### src/clr_pkg.sv
// ============================================================================
// clr_pkg - shared definitions for the clipped line rasterizer
// Register map, configuration record, reset values and sizing helpers.
// ============================================================================
package clr_pkg;

    // Default coordinate width of the endpoint and pixel fields
    localparam int COORD_BITS_DEFAULT = 16;

    // Depth of the command queue between front and engine
    localparam int QUEUE_DEPTH = 2;

    // Fixed field widths
    localparam int CLIP_BITS    = 16;
    localparam int SURF_BITS    = 13;
    localparam int STRIDE_BITS  = 14;
    localparam int ADDR_BITS    = 25;
    localparam int COLOUR_BITS  = 24;
    localparam int WORD_BITS    = 32;

    // APB port sizing
    localparam int APB_DATA_BITS = 32;
    localparam int APB_ADDR_BITS = 5;

    // Opaque black: alpha forced high, idle results carry this word
    localparam logic [WORD_BITS-1:0] OPAQUE_BLACK = 32'hFF00_0000;
    localparam logic [7:0]           ALPHA_OPAQUE = 8'hFF;

    // Register indexes (byte address / 4)
    typedef enum logic [2:0] {
        REG_CLIP_LEFT      = 3'd0,
        REG_CLIP_TOP       = 3'd1,
        REG_CLIP_RIGHT     = 3'd2,
        REG_CLIP_BOTTOM    = 3'd3,
        REG_SURFACE_WIDTH  = 3'd4,
        REG_SURFACE_HEIGHT = 3'd5,
        REG_ROW_STRIDE     = 3'd6
    } reg_index_t;

    // Configuration record handed from the register block to the engine
    typedef struct packed {
        logic signed [CLIP_BITS-1:0] clip_left;
        logic signed [CLIP_BITS-1:0] clip_top;
        logic signed [CLIP_BITS-1:0] clip_right;
        logic signed [CLIP_BITS-1:0] clip_bottom;
        logic [SURF_BITS-1:0]        surface_width;
        logic [SURF_BITS-1:0]        surface_height;
        logic [STRIDE_BITS-1:0]      row_stride;
    } cfg_t;

    // Reset values of the registers
    localparam logic signed [CLIP_BITS-1:0] CLIP_LEFT_RST   = 16'sd0;
    localparam logic signed [CLIP_BITS-1:0] CLIP_TOP_RST    = 16'sd0;
    localparam logic signed [CLIP_BITS-1:0] CLIP_RIGHT_RST  = 16'sd1;
    localparam logic signed [CLIP_BITS-1:0] CLIP_BOTTOM_RST = 16'sd1;
    localparam logic [SURF_BITS-1:0]        SURF_WIDTH_RST  = 13'd1;
    localparam logic [SURF_BITS-1:0]        SURF_HEIGHT_RST = 13'd1;
    localparam logic [STRIDE_BITS-1:0]      ROW_STRIDE_RST  = 14'd1;

    // Width of one queued command for a given coordinate width:
    // action, zero length, four coordinates, dx, -dy, error, two signs, word
    function automatic int cmd_bits(input int coord);
        return 7 * coord + 42;
    endfunction

endpackage

### src/clr_if.sv
// ============================================================================
// clr_in_if / clr_out_if - valid/ready channels of the line rasterizer
// Draw commands in, pixel transactions out.
// ============================================================================
interface clr_in_if
    import clr_pkg::*;
#(
    parameter int COORD_BITS = COORD_BITS_DEFAULT
) ();
    logic                         valid;
    logic                         ready;
    logic                         action;
    logic signed [COORD_BITS-1:0] start_x;
    logic signed [COORD_BITS-1:0] start_y;
    logic signed [COORD_BITS-1:0] end_x;
    logic signed [COORD_BITS-1:0] end_y;
    logic [COLOUR_BITS-1:0]       line_colour;

    modport source (
        output valid, action, start_x, start_y, end_x, end_y, line_colour,
        input  ready
    );
    modport sink (
        input  valid, action, start_x, start_y, end_x, end_y, line_colour,
        output ready
    );
endinterface

interface clr_out_if
    import clr_pkg::*;
#(
    parameter int COORD_BITS = COORD_BITS_DEFAULT
) ();
    logic                         valid;
    logic                         ready;
    logic signed [COORD_BITS-1:0] pixel_x;
    logic signed [COORD_BITS-1:0] pixel_y;
    logic [ADDR_BITS-1:0]         pixel_address;
    logic [WORD_BITS-1:0]         pixel_value;
    logic                         write_enable;
    logic                         last_pixel;
    logic                         idle;

    modport source (
        output valid, pixel_x, pixel_y, pixel_address, pixel_value,
               write_enable, last_pixel, idle,
        input  ready
    );
    modport sink (
        input  valid, pixel_x, pixel_y, pixel_address, pixel_value,
               write_enable, last_pixel, idle,
        output ready
    );
endinterface

### src/clipped_line_rasterizer.sv
// ============================================================================
// clipped_line_rasterizer - clipped Bresenham line engine
// A command goes through the queue, the line step in stage A and the clip and
// address step in stage B, whose output register holds the result.
// One pixel per clock unless the output stalls; the output register and the
// two-entry command queue let input and output stall independently.
// Reset (rst_n low, asynchronous): queue emptied, no line active, registers
// back to clip 0..1 x 0..1, surface 1 x 1, stride 1.
// ============================================================================
module clipped_line_rasterizer
    import clr_pkg::*;
#(
    parameter int COORD_BITS = COORD_BITS_DEFAULT
) (
    input  logic                     clk,
    input  logic                     rst_n,
    clr_in_if.sink                   in_port,
    clr_out_if.source                out_port,
    input  logic                     psel,
    input  logic                     penable,
    input  logic                     pwrite,
    input  logic [APB_ADDR_BITS-1:0] paddr,
    input  logic [APB_DATA_BITS-1:0] pwdata,
    output logic [APB_DATA_BITS-1:0] prdata,
    output logic                     pready
);

    localparam int CMD_W = cmd_bits(COORD_BITS);

    cfg_t             cfg;
    logic             q_not_full;
    logic             q_not_empty;
    logic             cmd_push;
    logic             cmd_pop;
    logic [CMD_W-1:0] cmd_in;
    logic [CMD_W-1:0] cmd_out;

    // Configuration registers
    clr_regs u_regs (
        .clk     (clk),
        .rst_n   (rst_n),
        .psel    (psel),
        .penable (penable),
        .pwrite  (pwrite),
        .paddr   (paddr),
        .pwdata  (pwdata),
        .prdata  (prdata),
        .pready  (pready),
        .cfg     (cfg)
    );

    // Command front end
    clr_front #(
        .COORD_BITS (COORD_BITS)
    ) u_front (
        .in_port   (in_port),
        .cmd_ready (q_not_full),
        .cmd_push  (cmd_push),
        .cmd       (cmd_in)
    );

    // Command queue
    clr_queue #(
        .WIDTH (CMD_W),
        .DEPTH (QUEUE_DEPTH)
    ) u_queue (
        .clk       (clk),
        .rst_n     (rst_n),
        .push      (cmd_push),
        .push_data (cmd_in),
        .not_full  (q_not_full),
        .pop       (cmd_pop),
        .pop_data  (cmd_out),
        .not_empty (q_not_empty)
    );

    // Pixel engine
    clr_engine #(
        .COORD_BITS (COORD_BITS)
    ) u_engine (
        .clk       (clk),
        .rst_n     (rst_n),
        .cfg       (cfg),
        .cmd_valid (q_not_empty),
        .cmd       (cmd_out),
        .cmd_pop   (cmd_pop),
        .out_port  (out_port)
    );

endmodule

### src/clr_regs.sv
// ============================================================================
// clr_regs - APB configuration registers
// Clip rectangle, surface size and row stride, one register per word.
// ============================================================================
module clr_regs
    import clr_pkg::*;
(
    input  logic                     clk,
    input  logic                     rst_n,
    input  logic                     psel,
    input  logic                     penable,
    input  logic                     pwrite,
    input  logic [APB_ADDR_BITS-1:0] paddr,
    input  logic [APB_DATA_BITS-1:0] pwdata,
    output logic [APB_DATA_BITS-1:0] prdata,
    output logic                     pready,
    output cfg_t                     cfg
);

    cfg_t       cfg_reg;
    reg_index_t reg_idx;
    logic       wr_en;

    assign pready  = 1'b1;
    assign reg_idx = reg_index_t'(paddr[APB_ADDR_BITS-1:2]);
    assign wr_en   = psel && penable && pwrite && pready;

    // Register writes, access phase only
    always_ff @(posedge clk or negedge rst_n)
    begin
        if (!rst_n)
        begin
            cfg_reg.clip_left      <= CLIP_LEFT_RST;
            cfg_reg.clip_top       <= CLIP_TOP_RST;
            cfg_reg.clip_right     <= CLIP_RIGHT_RST;
            cfg_reg.clip_bottom    <= CLIP_BOTTOM_RST;
            cfg_reg.surface_width  <= SURF_WIDTH_RST;
            cfg_reg.surface_height <= SURF_HEIGHT_RST;
            cfg_reg.row_stride     <= ROW_STRIDE_RST;
        end
        else if (wr_en)
        begin
            case (reg_idx)
                REG_CLIP_LEFT:      cfg_reg.clip_left      <= pwdata[CLIP_BITS-1:0];
                REG_CLIP_TOP:       cfg_reg.clip_top       <= pwdata[CLIP_BITS-1:0];
                REG_CLIP_RIGHT:     cfg_reg.clip_right     <= pwdata[CLIP_BITS-1:0];
                REG_CLIP_BOTTOM:    cfg_reg.clip_bottom    <= pwdata[CLIP_BITS-1:0];
                REG_SURFACE_WIDTH:  cfg_reg.surface_width  <= pwdata[SURF_BITS-1:0];
                REG_SURFACE_HEIGHT: cfg_reg.surface_height <= pwdata[SURF_BITS-1:0];
                REG_ROW_STRIDE:     cfg_reg.row_stride     <= pwdata[STRIDE_BITS-1:0];
                default:            ;
            endcase
        end
    end

    // Read-back mux
    always_comb
    begin
        case (reg_idx)
            REG_CLIP_LEFT:      prdata = APB_DATA_BITS'($unsigned(cfg_reg.clip_left));
            REG_CLIP_TOP:       prdata = APB_DATA_BITS'($unsigned(cfg_reg.clip_top));
            REG_CLIP_RIGHT:     prdata = APB_DATA_BITS'($unsigned(cfg_reg.clip_right));
            REG_CLIP_BOTTOM:    prdata = APB_DATA_BITS'($unsigned(cfg_reg.clip_bottom));
            REG_SURFACE_WIDTH:  prdata = APB_DATA_BITS'(cfg_reg.surface_width);
            REG_SURFACE_HEIGHT: prdata = APB_DATA_BITS'(cfg_reg.surface_height);
            REG_ROW_STRIDE:     prdata = APB_DATA_BITS'(cfg_reg.row_stride);
            default:            prdata = '0;
        endcase
    end

    assign cfg = cfg_reg;

endmodule

### src/clr_front.sv
// ============================================================================
// clr_front - command front end
// Classifies draw commands and precomputes the Bresenham set-up terms.
// ============================================================================
module clr_front
    import clr_pkg::*;
#(
    parameter int COORD_BITS = COORD_BITS_DEFAULT
) (
    clr_in_if.sink                         in_port,
    input  logic                           cmd_ready,
    output logic                           cmd_push,
    output logic [cmd_bits(COORD_BITS)-1:0] cmd
);

    localparam int DX_W  = COORD_BITS + 1;
    localparam int NDY_W = COORD_BITS + 2;
    localparam int ERR_W = COORD_BITS + 3;

    typedef struct packed {
        logic                         action;
        logic                         zero_len;
        logic signed [COORD_BITS-1:0] sx;
        logic signed [COORD_BITS-1:0] sy;
        logic signed [COORD_BITS-1:0] tx;
        logic signed [COORD_BITS-1:0] ty;
        logic signed [DX_W-1:0]       dx;
        logic signed [NDY_W-1:0]      ndy;
        logic signed [ERR_W-1:0]      err;
        logic                         sxn;
        logic                         syn;
        logic [WORD_BITS-1:0]         word;
    } cmd_t;

    cmd_t                   cmd_s;
    logic signed [DX_W-1:0] diff_x;
    logic signed [DX_W-1:0] diff_y;
    logic signed [DX_W-1:0] abs_x;
    logic signed [DX_W-1:0] abs_y;

    // Handshake: take a transaction whenever the queue has room
    assign in_port.ready = cmd_ready;
    assign cmd_push      = in_port.valid && cmd_ready;

    // Absolute deltas
    assign diff_x = DX_W'(in_port.end_x) - DX_W'(in_port.start_x);
    assign diff_y = DX_W'(in_port.end_y) - DX_W'(in_port.start_y);
    assign abs_x  = diff_x[DX_W-1] ? -diff_x : diff_x;
    assign abs_y  = diff_y[DX_W-1] ? -diff_y : diff_y;

    // Command record
    always_comb
    begin
        cmd_s.action   = in_port.action;
        cmd_s.zero_len = (in_port.start_x == in_port.end_x) &&
                         (in_port.start_y == in_port.end_y);
        cmd_s.sx       = in_port.start_x;
        cmd_s.sy       = in_port.start_y;
        cmd_s.tx       = in_port.end_x;
        cmd_s.ty       = in_port.end_y;
        cmd_s.dx       = abs_x;
        cmd_s.ndy      = -NDY_W'(abs_y);
        cmd_s.err      = ERR_W'(abs_x) - ERR_W'(abs_y);
        cmd_s.sxn      = !(in_port.start_x < in_port.end_x);
        cmd_s.syn      = !(in_port.start_y < in_port.end_y);
        // BGR in, opaque ARGB out: swap red and blue bytes
        cmd_s.word     = {ALPHA_OPAQUE, in_port.line_colour[7:0],
                          in_port.line_colour[15:8], in_port.line_colour[23:16]};
    end

    assign cmd = cmd_s;

endmodule

### src/clr_queue.sv
// ============================================================================
// clr_queue - short command FIFO
// Decouples the front end from the pixel engine.
// ============================================================================
module clr_queue
    import clr_pkg::*;
#(
    parameter int WIDTH = cmd_bits(COORD_BITS_DEFAULT),
    parameter int DEPTH = QUEUE_DEPTH
) (
    input  logic             clk,
    input  logic             rst_n,
    input  logic             push,
    input  logic [WIDTH-1:0] push_data,
    output logic             not_full,
    input  logic             pop,
    output logic [WIDTH-1:0] pop_data,
    output logic             not_empty
);

    localparam int PTR_W = (DEPTH > 1) ? $clog2(DEPTH) : 1;
    localparam int CNT_W = $clog2(DEPTH + 1);

    logic [WIDTH-1:0] mem [DEPTH];
    logic [PTR_W-1:0] wr_ptr_reg;
    logic [PTR_W-1:0] rd_ptr_reg;
    logic [CNT_W-1:0] count_reg;
    logic             do_push;
    logic             do_pop;

    assign not_full  = (count_reg != CNT_W'(DEPTH));
    assign not_empty = (count_reg != '0);
    assign do_push   = push && not_full;
    assign do_pop    = pop && not_empty;
    assign pop_data  = mem[rd_ptr_reg];

    // Storage
    always_ff @(posedge clk)
    begin
        if (do_push)
        begin
            mem[wr_ptr_reg] <= push_data;
        end
    end

    // Pointers and fill count
    always_ff @(posedge clk or negedge rst_n)
    begin
        if (!rst_n)
        begin
            wr_ptr_reg <= '0;
            rd_ptr_reg <= '0;
            count_reg  <= '0;
        end
        else
        begin
            if (do_push)
            begin
                wr_ptr_reg <= (wr_ptr_reg == PTR_W'(DEPTH - 1)) ? '0 : wr_ptr_reg + 1'b1;
            end
            if (do_pop)
            begin
                rd_ptr_reg <= (rd_ptr_reg == PTR_W'(DEPTH - 1)) ? '0 : rd_ptr_reg + 1'b1;
            end
            if (do_push && !do_pop)
            begin
                count_reg <= count_reg + 1'b1;
            end
            else if (do_pop && !do_push)
            begin
                count_reg <= count_reg - 1'b1;
            end
        end
    end

endmodule

### src/clr_engine.sv
// ============================================================================
// clr_engine - Bresenham pixel engine
// Stage A steps the line state; stage B clips, forms the address and
// holds the output transaction.
// ============================================================================
module clr_engine
    import clr_pkg::*;
#(
    parameter int COORD_BITS = COORD_BITS_DEFAULT
) (
    input  logic                            clk,
    input  logic                            rst_n,
    input  cfg_t                            cfg,
    input  logic                            cmd_valid,
    input  logic [cmd_bits(COORD_BITS)-1:0] cmd,
    output logic                            cmd_pop,
    clr_out_if.source                       out_port
);

    localparam int DX_W  = COORD_BITS + 1;
    localparam int NDY_W = COORD_BITS + 2;
    localparam int ERR_W = COORD_BITS + 3;
    localparam int E2_W  = ERR_W + 1;
    localparam int CMP_W = ((COORD_BITS > CLIP_BITS) ? COORD_BITS : CLIP_BITS) + 1;
    localparam int PROD_W = SURF_BITS + STRIDE_BITS;

    typedef struct packed {
        logic                         action;
        logic                         zero_len;
        logic signed [COORD_BITS-1:0] sx;
        logic signed [COORD_BITS-1:0] sy;
        logic signed [COORD_BITS-1:0] tx;
        logic signed [COORD_BITS-1:0] ty;
        logic signed [DX_W-1:0]       dx;
        logic signed [NDY_W-1:0]      ndy;
        logic signed [ERR_W-1:0]      err;
        logic                         sxn;
        logic                         syn;
        logic [WORD_BITS-1:0]         word;
    } cmd_t;

    cmd_t c;

    // Line state (stage A)
    logic signed [COORD_BITS-1:0] cur_x_reg, cur_x_next;
    logic signed [COORD_BITS-1:0] cur_y_reg, cur_y_next;
    logic signed [COORD_BITS-1:0] tgt_x_reg;
    logic signed [COORD_BITS-1:0] tgt_y_reg;
    logic signed [DX_W-1:0]       dx_reg;
    logic signed [NDY_W-1:0]      ndy_reg;
    logic signed [ERR_W-1:0]      err_reg, err_next;
    logic                         sxn_reg;
    logic                         syn_reg;
    logic [WORD_BITS-1:0]         word_reg;
    logic                         active_reg;
    logic                         a_valid_reg;
    logic                         a_last_reg;
    logic                         a_idle_reg;

    // Output register (stage B)
    logic                         out_valid_reg;
    logic signed [COORD_BITS-1:0] out_x_reg;
    logic signed [COORD_BITS-1:0] out_y_reg;
    logic [ADDR_BITS-1:0]         out_addr_reg;
    logic [WORD_BITS-1:0]         out_word_reg;
    logic                         out_we_reg;
    logic                         out_last_reg;
    logic                         out_idle_reg;

    logic                         a_ready;
    logic                         b_ready;
    logic signed [E2_W-1:0]       e2;
    logic                         move_x;
    logic                         move_y;
    logic                         step_last;

    logic signed [CMP_W-1:0]      x_w;
    logic signed [CMP_W-1:0]      y_w;
    logic                         in_clip;
    logic                         we;
    logic [PROD_W-1:0]            prod;
    logic [PROD_W:0]              addr_sum;

    assign c = cmd;

    // Flow control: each stage advances when the one after it has room
    assign b_ready = !out_valid_reg || out_port.ready;
    assign a_ready = !a_valid_reg || b_ready;
    assign cmd_pop = cmd_valid && a_ready;

    // One Bresenham step from the current state
    assign e2     = {err_reg, 1'b0};
    assign move_x = (e2 >= E2_W'(ndy_reg));
    assign move_y = (e2 <= E2_W'(dx_reg));

    always_comb
    begin
        err_next   = err_reg;
        cur_x_next = cur_x_reg;
        cur_y_next = cur_y_reg;
        if (move_x)
        begin
            err_next   = err_next + ERR_W'(ndy_reg);
            cur_x_next = sxn_reg ? cur_x_reg - COORD_BITS'(1) : cur_x_reg + COORD_BITS'(1);
        end
        if (move_y)
        begin
            err_next   = err_next + ERR_W'(dx_reg);
            cur_y_next = syn_reg ? cur_y_reg - COORD_BITS'(1) : cur_y_reg + COORD_BITS'(1);
        end
    end

    assign step_last = (cur_x_next == tgt_x_reg) && (cur_y_next == tgt_y_reg);

    // Stage A: line state and emitted pixel
    always_ff @(posedge clk or negedge rst_n)
    begin
        if (!rst_n)
        begin
            cur_x_reg   <= '0;
            cur_y_reg   <= '0;
            tgt_x_reg   <= '0;
            tgt_y_reg   <= '0;
            dx_reg      <= '0;
            ndy_reg     <= '0;
            err_reg     <= '0;
            sxn_reg     <= 1'b0;
            syn_reg     <= 1'b0;
            word_reg    <= OPAQUE_BLACK;
            active_reg  <= 1'b0;
            a_valid_reg <= 1'b0;
            a_last_reg  <= 1'b0;
            a_idle_reg  <= 1'b0;
        end
        else if (a_ready)
        begin
            a_valid_reg <= cmd_pop;
            if (cmd_pop)
            begin
                if (!c.action)
                begin
                    // New line: load endpoints, first pixel is the start point
                    cur_x_reg  <= c.sx;
                    cur_y_reg  <= c.sy;
                    tgt_x_reg  <= c.tx;
                    tgt_y_reg  <= c.ty;
                    dx_reg     <= c.dx;
                    ndy_reg    <= c.ndy;
                    err_reg    <= c.err;
                    sxn_reg    <= c.sxn;
                    syn_reg    <= c.syn;
                    word_reg   <= c.word;
                    active_reg <= !c.zero_len;
                    a_last_reg <= c.zero_len;
                    a_idle_reg <= 1'b0;
                end
                else if (!active_reg)
                begin
                    // Step with no line in progress
                    a_last_reg <= 1'b0;
                    a_idle_reg <= 1'b1;
                end
                else
                begin
                    cur_x_reg  <= cur_x_next;
                    cur_y_reg  <= cur_y_next;
                    err_reg    <= err_next;
                    active_reg <= !step_last;
                    a_last_reg <= step_last;
                    a_idle_reg <= 1'b0;
                end
            end
        end
    end

    // Clip test against the rectangle and the surface
    assign x_w = CMP_W'(cur_x_reg);
    assign y_w = CMP_W'(cur_y_reg);

    assign in_clip = (x_w >= CMP_W'(cfg.clip_left))  && (y_w >= CMP_W'(cfg.clip_top))   &&
                     (x_w <  CMP_W'(cfg.clip_right)) && (y_w <  CMP_W'(cfg.clip_bottom)) &&
                     !x_w[CMP_W-1] && !y_w[CMP_W-1] &&
                     (x_w < $signed(CMP_W'(cfg.surface_width))) &&
                     (y_w < $signed(CMP_W'(cfg.surface_height)));
    assign we = in_clip && !a_idle_reg;

    // Frame-buffer address; row and column are below the surface size here
    assign prod     = y_w[SURF_BITS-1:0] * cfg.row_stride;
    assign addr_sum = (PROD_W + 1)'(prod) + (PROD_W + 1)'(x_w[SURF_BITS-1:0]);

    // Stage B: output register
    always_ff @(posedge clk or negedge rst_n)
    begin
        if (!rst_n)
        begin
            out_valid_reg <= 1'b0;
        end
        else if (b_ready)
        begin
            out_valid_reg <= a_valid_reg;
        end
    end

    always_ff @(posedge clk)
    begin
        if (b_ready && a_valid_reg)
        begin
            out_x_reg    <= a_idle_reg ? '0 : cur_x_reg;
            out_y_reg    <= a_idle_reg ? '0 : cur_y_reg;
            out_addr_reg <= we ? addr_sum[ADDR_BITS-1:0] : '0;
            out_word_reg <= a_idle_reg ? OPAQUE_BLACK : word_reg;
            out_we_reg   <= we;
            out_last_reg <= a_last_reg;
            out_idle_reg <= a_idle_reg;
        end
    end

    assign out_port.valid         = out_valid_reg;
    assign out_port.pixel_x       = out_x_reg;
    assign out_port.pixel_y       = out_y_reg;
    assign out_port.pixel_address = out_addr_reg;
    assign out_port.pixel_value   = out_word_reg;
    assign out_port.write_enable  = out_we_reg;
    assign out_port.last_pixel    = out_last_reg;
    assign out_port.idle          = out_idle_reg;

    // An idle transaction never writes the frame buffer
    a_idle_no_write: assert property (@(posedge clk) disable iff (!rst_n)
        out_valid_reg && out_idle_reg |-> !out_we_reg)
        else $error("idle transaction with write enable");

    // A start command always yields a live, non-idle pixel
    a_start_not_idle: assert property (@(posedge clk) disable iff (!rst_n)
        cmd_pop && !c.action |=> a_valid_reg && !a_idle_reg)
        else $error("start command produced an idle pixel");

    // A step with no line in progress gives an idle pixel and keeps the engine idle
    a_step_idle: assert property (@(posedge clk) disable iff (!rst_n)
        cmd_pop && c.action && !active_reg |=> a_idle_reg && !active_reg)
        else $error("idle step mishandled");

    // Once the end point is emitted the line is closed
    a_last_closes: assert property (@(posedge clk) disable iff (!rst_n)
        a_valid_reg && a_last_reg |-> !active_reg)
        else $error("line still active after its last pixel");

endmodule
### src/flat_wrapper.sv
// flat-port wrapper written by rule: the top's interface ports become plain ports
module clipped_line_rasterizer_flat import clr_pkg::*;
#(
    parameter int COORD_BITS = COORD_BITS_DEFAULT
)
  (clk, rst_n, psel, penable, pwrite, paddr, pwdata, prdata, pready, in_port_valid, in_port_action, in_port_start_x, in_port_start_y, in_port_end_x, in_port_end_y, in_port_line_colour, in_port_ready, out_port_valid, out_port_pixel_x, out_port_pixel_y, out_port_pixel_address, out_port_pixel_value, out_port_write_enable, out_port_last_pixel, out_port_idle, out_port_ready);
  clr_in_if #(.COORD_BITS(COORD_BITS)) in_port_i ();
  clr_out_if #(.COORD_BITS(COORD_BITS)) out_port_i ();
  input  logic clk;
  input  logic rst_n;
  input  logic psel;
  input  logic penable;
  input  logic pwrite;
  input  logic [APB_ADDR_BITS-1:0] paddr;
  input  logic [APB_DATA_BITS-1:0] pwdata;
  output logic [APB_DATA_BITS-1:0] prdata;
  output logic pready;
  input wire logic [$bits(in_port_i.valid)-1:0] in_port_valid;
  input wire logic [$bits(in_port_i.action)-1:0] in_port_action;
  input wire logic [$bits(in_port_i.start_x)-1:0] in_port_start_x;
  input wire logic [$bits(in_port_i.start_y)-1:0] in_port_start_y;
  input wire logic [$bits(in_port_i.end_x)-1:0] in_port_end_x;
  input wire logic [$bits(in_port_i.end_y)-1:0] in_port_end_y;
  input wire logic [$bits(in_port_i.line_colour)-1:0] in_port_line_colour;
  output wire logic [$bits(in_port_i.ready)-1:0] in_port_ready;
  output wire logic [$bits(out_port_i.valid)-1:0] out_port_valid;
  output wire logic [$bits(out_port_i.pixel_x)-1:0] out_port_pixel_x;
  output wire logic [$bits(out_port_i.pixel_y)-1:0] out_port_pixel_y;
  output wire logic [$bits(out_port_i.pixel_address)-1:0] out_port_pixel_address;
  output wire logic [$bits(out_port_i.pixel_value)-1:0] out_port_pixel_value;
  output wire logic [$bits(out_port_i.write_enable)-1:0] out_port_write_enable;
  output wire logic [$bits(out_port_i.last_pixel)-1:0] out_port_last_pixel;
  output wire logic [$bits(out_port_i.idle)-1:0] out_port_idle;
  input wire logic [$bits(out_port_i.ready)-1:0] out_port_ready;
  assign in_port_i.valid = in_port_valid;
  assign in_port_i.action = in_port_action;
  assign in_port_i.start_x = in_port_start_x;
  assign in_port_i.start_y = in_port_start_y;
  assign in_port_i.end_x = in_port_end_x;
  assign in_port_i.end_y = in_port_end_y;
  assign in_port_i.line_colour = in_port_line_colour;
  assign in_port_ready = in_port_i.ready;
  assign out_port_valid = out_port_i.valid;
  assign out_port_pixel_x = out_port_i.pixel_x;
  assign out_port_pixel_y = out_port_i.pixel_y;
  assign out_port_pixel_address = out_port_i.pixel_address;
  assign out_port_pixel_value = out_port_i.pixel_value;
  assign out_port_write_enable = out_port_i.write_enable;
  assign out_port_last_pixel = out_port_i.last_pixel;
  assign out_port_idle = out_port_i.idle;
  assign out_port_i.ready = out_port_ready;
  clipped_line_rasterizer #(.COORD_BITS(COORD_BITS)) u_core (.clk(clk), .rst_n(rst_n), .in_port(in_port_i), .out_port(out_port_i), .psel(psel), .penable(penable), .pwrite(pwrite), .paddr(paddr), .pwdata(pwdata), .prdata(prdata), .pready(pready));
endmodule
### config.mk
export PLATFORM = sky130hd
export DESIGN_NAME = clipped_line_rasterizer_flat
export DESIGN_NICKNAME = d
export VERILOG_FILES = /design/src/clr_pkg.sv /design/src/clr_if.sv /design/src/clipped_line_rasterizer.sv /design/src/clr_regs.sv /design/src/clr_front.sv /design/src/clr_queue.sv /design/src/clr_engine.sv /design/src/flat_wrapper.sv
export SDC_FILE = /design/constraint.sdc
export NUM_CORES = 2
export LEC_CHECK = 0
export BUFFER_PORTS_ARGS = -buffer_cell sky130_fd_sc_hd__buf_4
export CORE_MARGIN = 2
export CORE_UTILIZATION = 60
export CTS_CLUSTER_DIAMETER = 100
export CTS_CLUSTER_SIZE = 16
export DETAILED_ROUTE_END_ITERATION = 12
export GPL_TIMING_DRIVEN = 0
export HOLD_SLACK_MARGIN = 0.06
export PLACE_DENSITY_LB_ADDON = 0.2
export SETUP_SLACK_MARGIN = 0.15
export SLEW_MARGIN = 20
export SYNTH_ARGS = -nofsm -noshare
export SYNTH_HDL_FRONTEND = slang
export SYNTH_SLANG_ARGS = --single-unit
### constraint.sdc
create_clock -name clk -period 16.19 [get_ports clk]
set_clock_uncertainty 0.15 [all_clocks]
set_input_delay 2.4285 -clock clk [delete_from_list [all_inputs] [get_ports clk]]
set_output_delay 2.4285 -clock clk [all_outputs]
set_load 0.02 [all_outputs]
==> impl_results.rst <==
.. list-table::
   :header-rows: 1

   * - Metric
     - Value
   * - Final worst hold slack
     - 0.359 ns
   * - Number of I/O port buffers
     - 216
   * - Summed instance area of the synthesized netlist
     - 0.0412 sq mm
   * - Met2 usage
     - 0.528
   * - Finish-stage setup viols
     - 0
   * - Number of resized instances in the post-cts repair step
     - 0
   * - Most common cell after layout, fill and taps aside
     - inv_1
   * - Post-synthesis sequential element count
     - 631
   * - First DRT Iteration DRCs
     - 2744
   * - CTS Hold Buffers Added
     - 0
   * - Number of vias after detailed routing
     - 31000
   * - Die ar.
     - 0.0707 sq mm
   * - Horizontal die dimension
     - 266 microns
   * - Kind of end point of the critical path
     - flip-flop
   * - Setup repair after global routing missed its margin
     - no
   * - Avg Inst Size Synth
     - 10.5 sq um
   * - Via-to-Cell Ratio
     - 6.03
   * - Clock latency reported for the late side of the worst-skew pair
     - 0.63 ns
   * - Critical path type
     - input port to flip-flop
   * - Required arrival time at the worst endpoint
     - 16.37 ns
   * - Worst hold path depth
     - 1
   * - TritonCTS sink count
     - 631
   * - Fraction of layout instances using a drive strength above 1
     - 0.101
   * - Num ports
     - 260
   * - Maximum fanout encountered on the critical timing path
     - 10
   * - Most area-consuming cells after synthesis
     - edfxtp_1, dfrtp_1, ha_1
   * - Most frequent cells in the layout
     - inv_1, edfxtp_1, ha_1, nand2_1, nor2_1
   * - Worst-margin pin slew
     - 1.13 ns
   * - Data arrival time at the worst-slack endpoint
     - 8.25 ns
   * - FF-to-FF Start
     - u_core.u_engine.cur_y_reg[5]
   * - Syn. warnings
     - 0
   * - Maximum number of pins on one net before global-route repair
     - 90
   * - Path type of the worst min-delay path
     - flip-flop to flip-flop
   * - Root Buffer
     - clkbuf_16
   * - Count of non-filler cells in the finished layout
     - 5147
   * - Most congested layer reported by global routing
     - met2
   * - MaxCap Viol Count
     - 0
   * - Via count of the first global-routing pass
     - 30300
   * - Prevailing post-synth register cell
     - edfxtp_1
   * - Clock slew seen by the registers of the worst setup and hold paths
     - 0.07 ns
   * - Setup slack on the worst flop-to-flop path
     - 8.46 ns
   * - Worst path cell trace
     - buf_4 -> inv_1 -> ha_1 -> inv_1 -> fa_1 -> a21o_1 -> a21oi_1 -> nor2b_1 -> o21a_1 -> o41ai_1 -> o2111ai_1 -> o21ai_1 -> o21ai_0 -> xnor2_1 -> ha_1 -> a21boi_0 -> o21ai_0 -> a21boi_0 -> o21ai_0 -> a21boi_0 -> o21ai_0 -> a21oi_1 -> or4_1 -> nand4_1
   * - Number of max-slew violations in the final report
     - 0
   * - # DRC
     - 0
   * - Share of the synthesized area in the top cell type
     - 0.273
   * - Routed wire length
     - 118000 microns
   * - Crit path time final
     - 8.07 ns
   * - Element type at the critical path start
     - input port
   * - Library cell with the largest summed area after synthesis
     - edfxtp_1
   * - Vertical die dimension
     - 266 microns
   * - Buffers from clock root to sink, at most
     - 3
   * - Initial cell density of the core
     - 0.604
   * - Number of placed instances, taps included
     - 5058
   * - Remaining number of nets flagged by the antenna check after routing
     - 0
   * - Standard cell core area
     - 0.0682 sq mm
   * - Origin of the worst min-delay path
     - u_core.u_regs.cfg[89]
   * - Fin. Hold Viols
     - 0
   * - Total setup buffers inserted after CTS
     - 0
   * - Period utilization
     - 0.499
   * - Global routing met3 resource utilization
     - 0.0395
   * - 1st-pass router iterations
     - 8
   * - Synthesized instance count
     - 3925
   * - Maximum achievable frequency
     - 0.124 GHz
   * - Fraction of the yosys area taken by sequential cells
     - 0.429
   * - Total routing usage reported by global routing
     - 0.331
   * - Max-slew headroom at the worst pin
     - 0.246
   * - Endpoint, Worst Hold
     - u_core.u_regs.cfg[89]
   * - Library cell contributing the largest single delay on the critical path
     - o41ai_1
   * - Delay of the slowest critical-path stage
     - 0.65 ns
   * - Met1 Track Usage GR
     - 0.450
   * - Initial antenna violation count
     - 4
   * - Depth of the worst register-to-register path
     - 22
   * - TritonCTS clock tree
     - done
   * - Number of different library cells in the post-synthesis netlist
     - 91
   * - EDFF count, synth
     - 374
   * - Number of clock buffers inserted by TritonCTS
     - 45
   * - Capture point of the worst reg-to-reg path
     - u_core.u_engine.out_port.pixel_address[24]
   * - Post-Route Setup TNS
     - 0 ns
   * - Count of H-tree levels built during CTS
     - 2
   * - Placer's final routability congestion estimate
     - 0.984
   * - Share of flip-flops with an asynchronous set or reset after synthesis
     - 0.407
   * - Most used cell, CP
     - o21ai_0
   * - Wire length of the first global-routing pass
     - 178000 microns
   * - Core Rows
     - 96
   * - Flip-flop count of the largest register after layout
     - 290
   * - Routed length per placed instance
     - 22.8 microns
   * - Detailed-placement wirelength estimate
     - 91900 microns
   * - Status
     - finished, final reports clean
   * - Leftover overflow at the end of global routing
     - 0
   * - Synthesis-to-layout area growth
     - 10.9%
   * - Nets
     - 4827
-- metal layers --
metal	share of wire	vias up
li1	-	14300
met1	0.41	15200
met2	0.46	1235
met3	0.070	276
met4	0.057	0
met5	0	-
-- cell type report --
| type | count | area, sq um |
|---|---|---|
| multi-input combinational | 2760 | 21400 |
| inverter | 386 | 1450 |
| buffer | 171 | 754 |
| clock inverter | 4 | 66.3 |
| tap | 882 | 1100 |
| fill | 5339 | 22500 |
| sequential | 631 | 17700 |
| antenna | 5 | 12.5 |
| clock buffer | 80 | 1280 |
| timing repair buffer | 228 | 1930 |
-- through the flow --
step                      setup slack (ns)   util  instance area, sq um
after floorplan                       6.84      -                 41300
after global placement                3.27  0.645                 44000
after detailed placement              7.51  0.650                 44300
after CTS                             8.11  0.669                 45700
after global routing                  7.36  0.670                 45700
final                                 8.12  0.670                 45700
-- worst max-delay path by stage --
stage | from | endpoint | slack [ns] | cells after the start
floorplan | in_port_valid | u_core.u_queue.mem[0][0] | 6.84 | 2
global placement | in_port_valid | u_core.u_queue.mem[0][14] | 3.27 | 3
detailed placement | in_port_end_x[0] | u_core.u_queue.mem[1][40] | 7.51 | 25
CTS | in_port_end_x[0] | u_core.u_queue.mem[0][40] | 8.11 | 25
global route | in_port_end_x[0] | u_core.u_queue.mem[1][40] | 7.36 | 25
finish | in_port_end_x[0] | u_core.u_queue.mem[0][40] | 8.12 | 24
-- worst max-delay path, delay by kind of cell --
kind | cells | cell delay, ns
xor gates and xnor gates | 1 | 0.64
adders and majority gates | 3 | 0.85
buffers and inverters | 3 | 0.23
AOI/OAI and AO/OA | 14 | 3.73
and+or+nand+nor | 3 | 0.37
-- cell usage after synthesis, types with 26 or more instances --
library cell  instances
a211oi_1             34
a21o_1               46
a21oi_1             255
a31oi_1              26
and2_1              103
clkbuf_1            126
dfrtp_1             252
edfxtp_1            374
fa_1                147
ha_1                324
inv_1               384
mux2_2               72
mux2i_1             160
nand2_1             315
nand3_1              35
nand4_1              35
nor2_1              276
nor2b_1              83
nor3_1               81
o21a_1               28
o21ai_0             191
xnor2_1             120
xor2_1               80
-- cells by family (layout without fill, tap and decap cells) --
kind of cell / after synthesis / after routing / synth area share
compound gates: 789 / 789 / 0.121
xor+xnor: 203 / 203 / 0.0439
fa+ha+maj: 472 / 472 / 0.170
buf+inv: 557 / 869 / 0.0535
flops: 631 / 631 / 0.429
mux: 239 / 239 / 0.0624
other cells: 2 / 30 / 0.000182
simple gates: 1032 / 1032 / 0.120
Power is left out: the tool's default activity adds up to more than one toggle a clock period on the data nets, which glitch-free logic cannot reach.
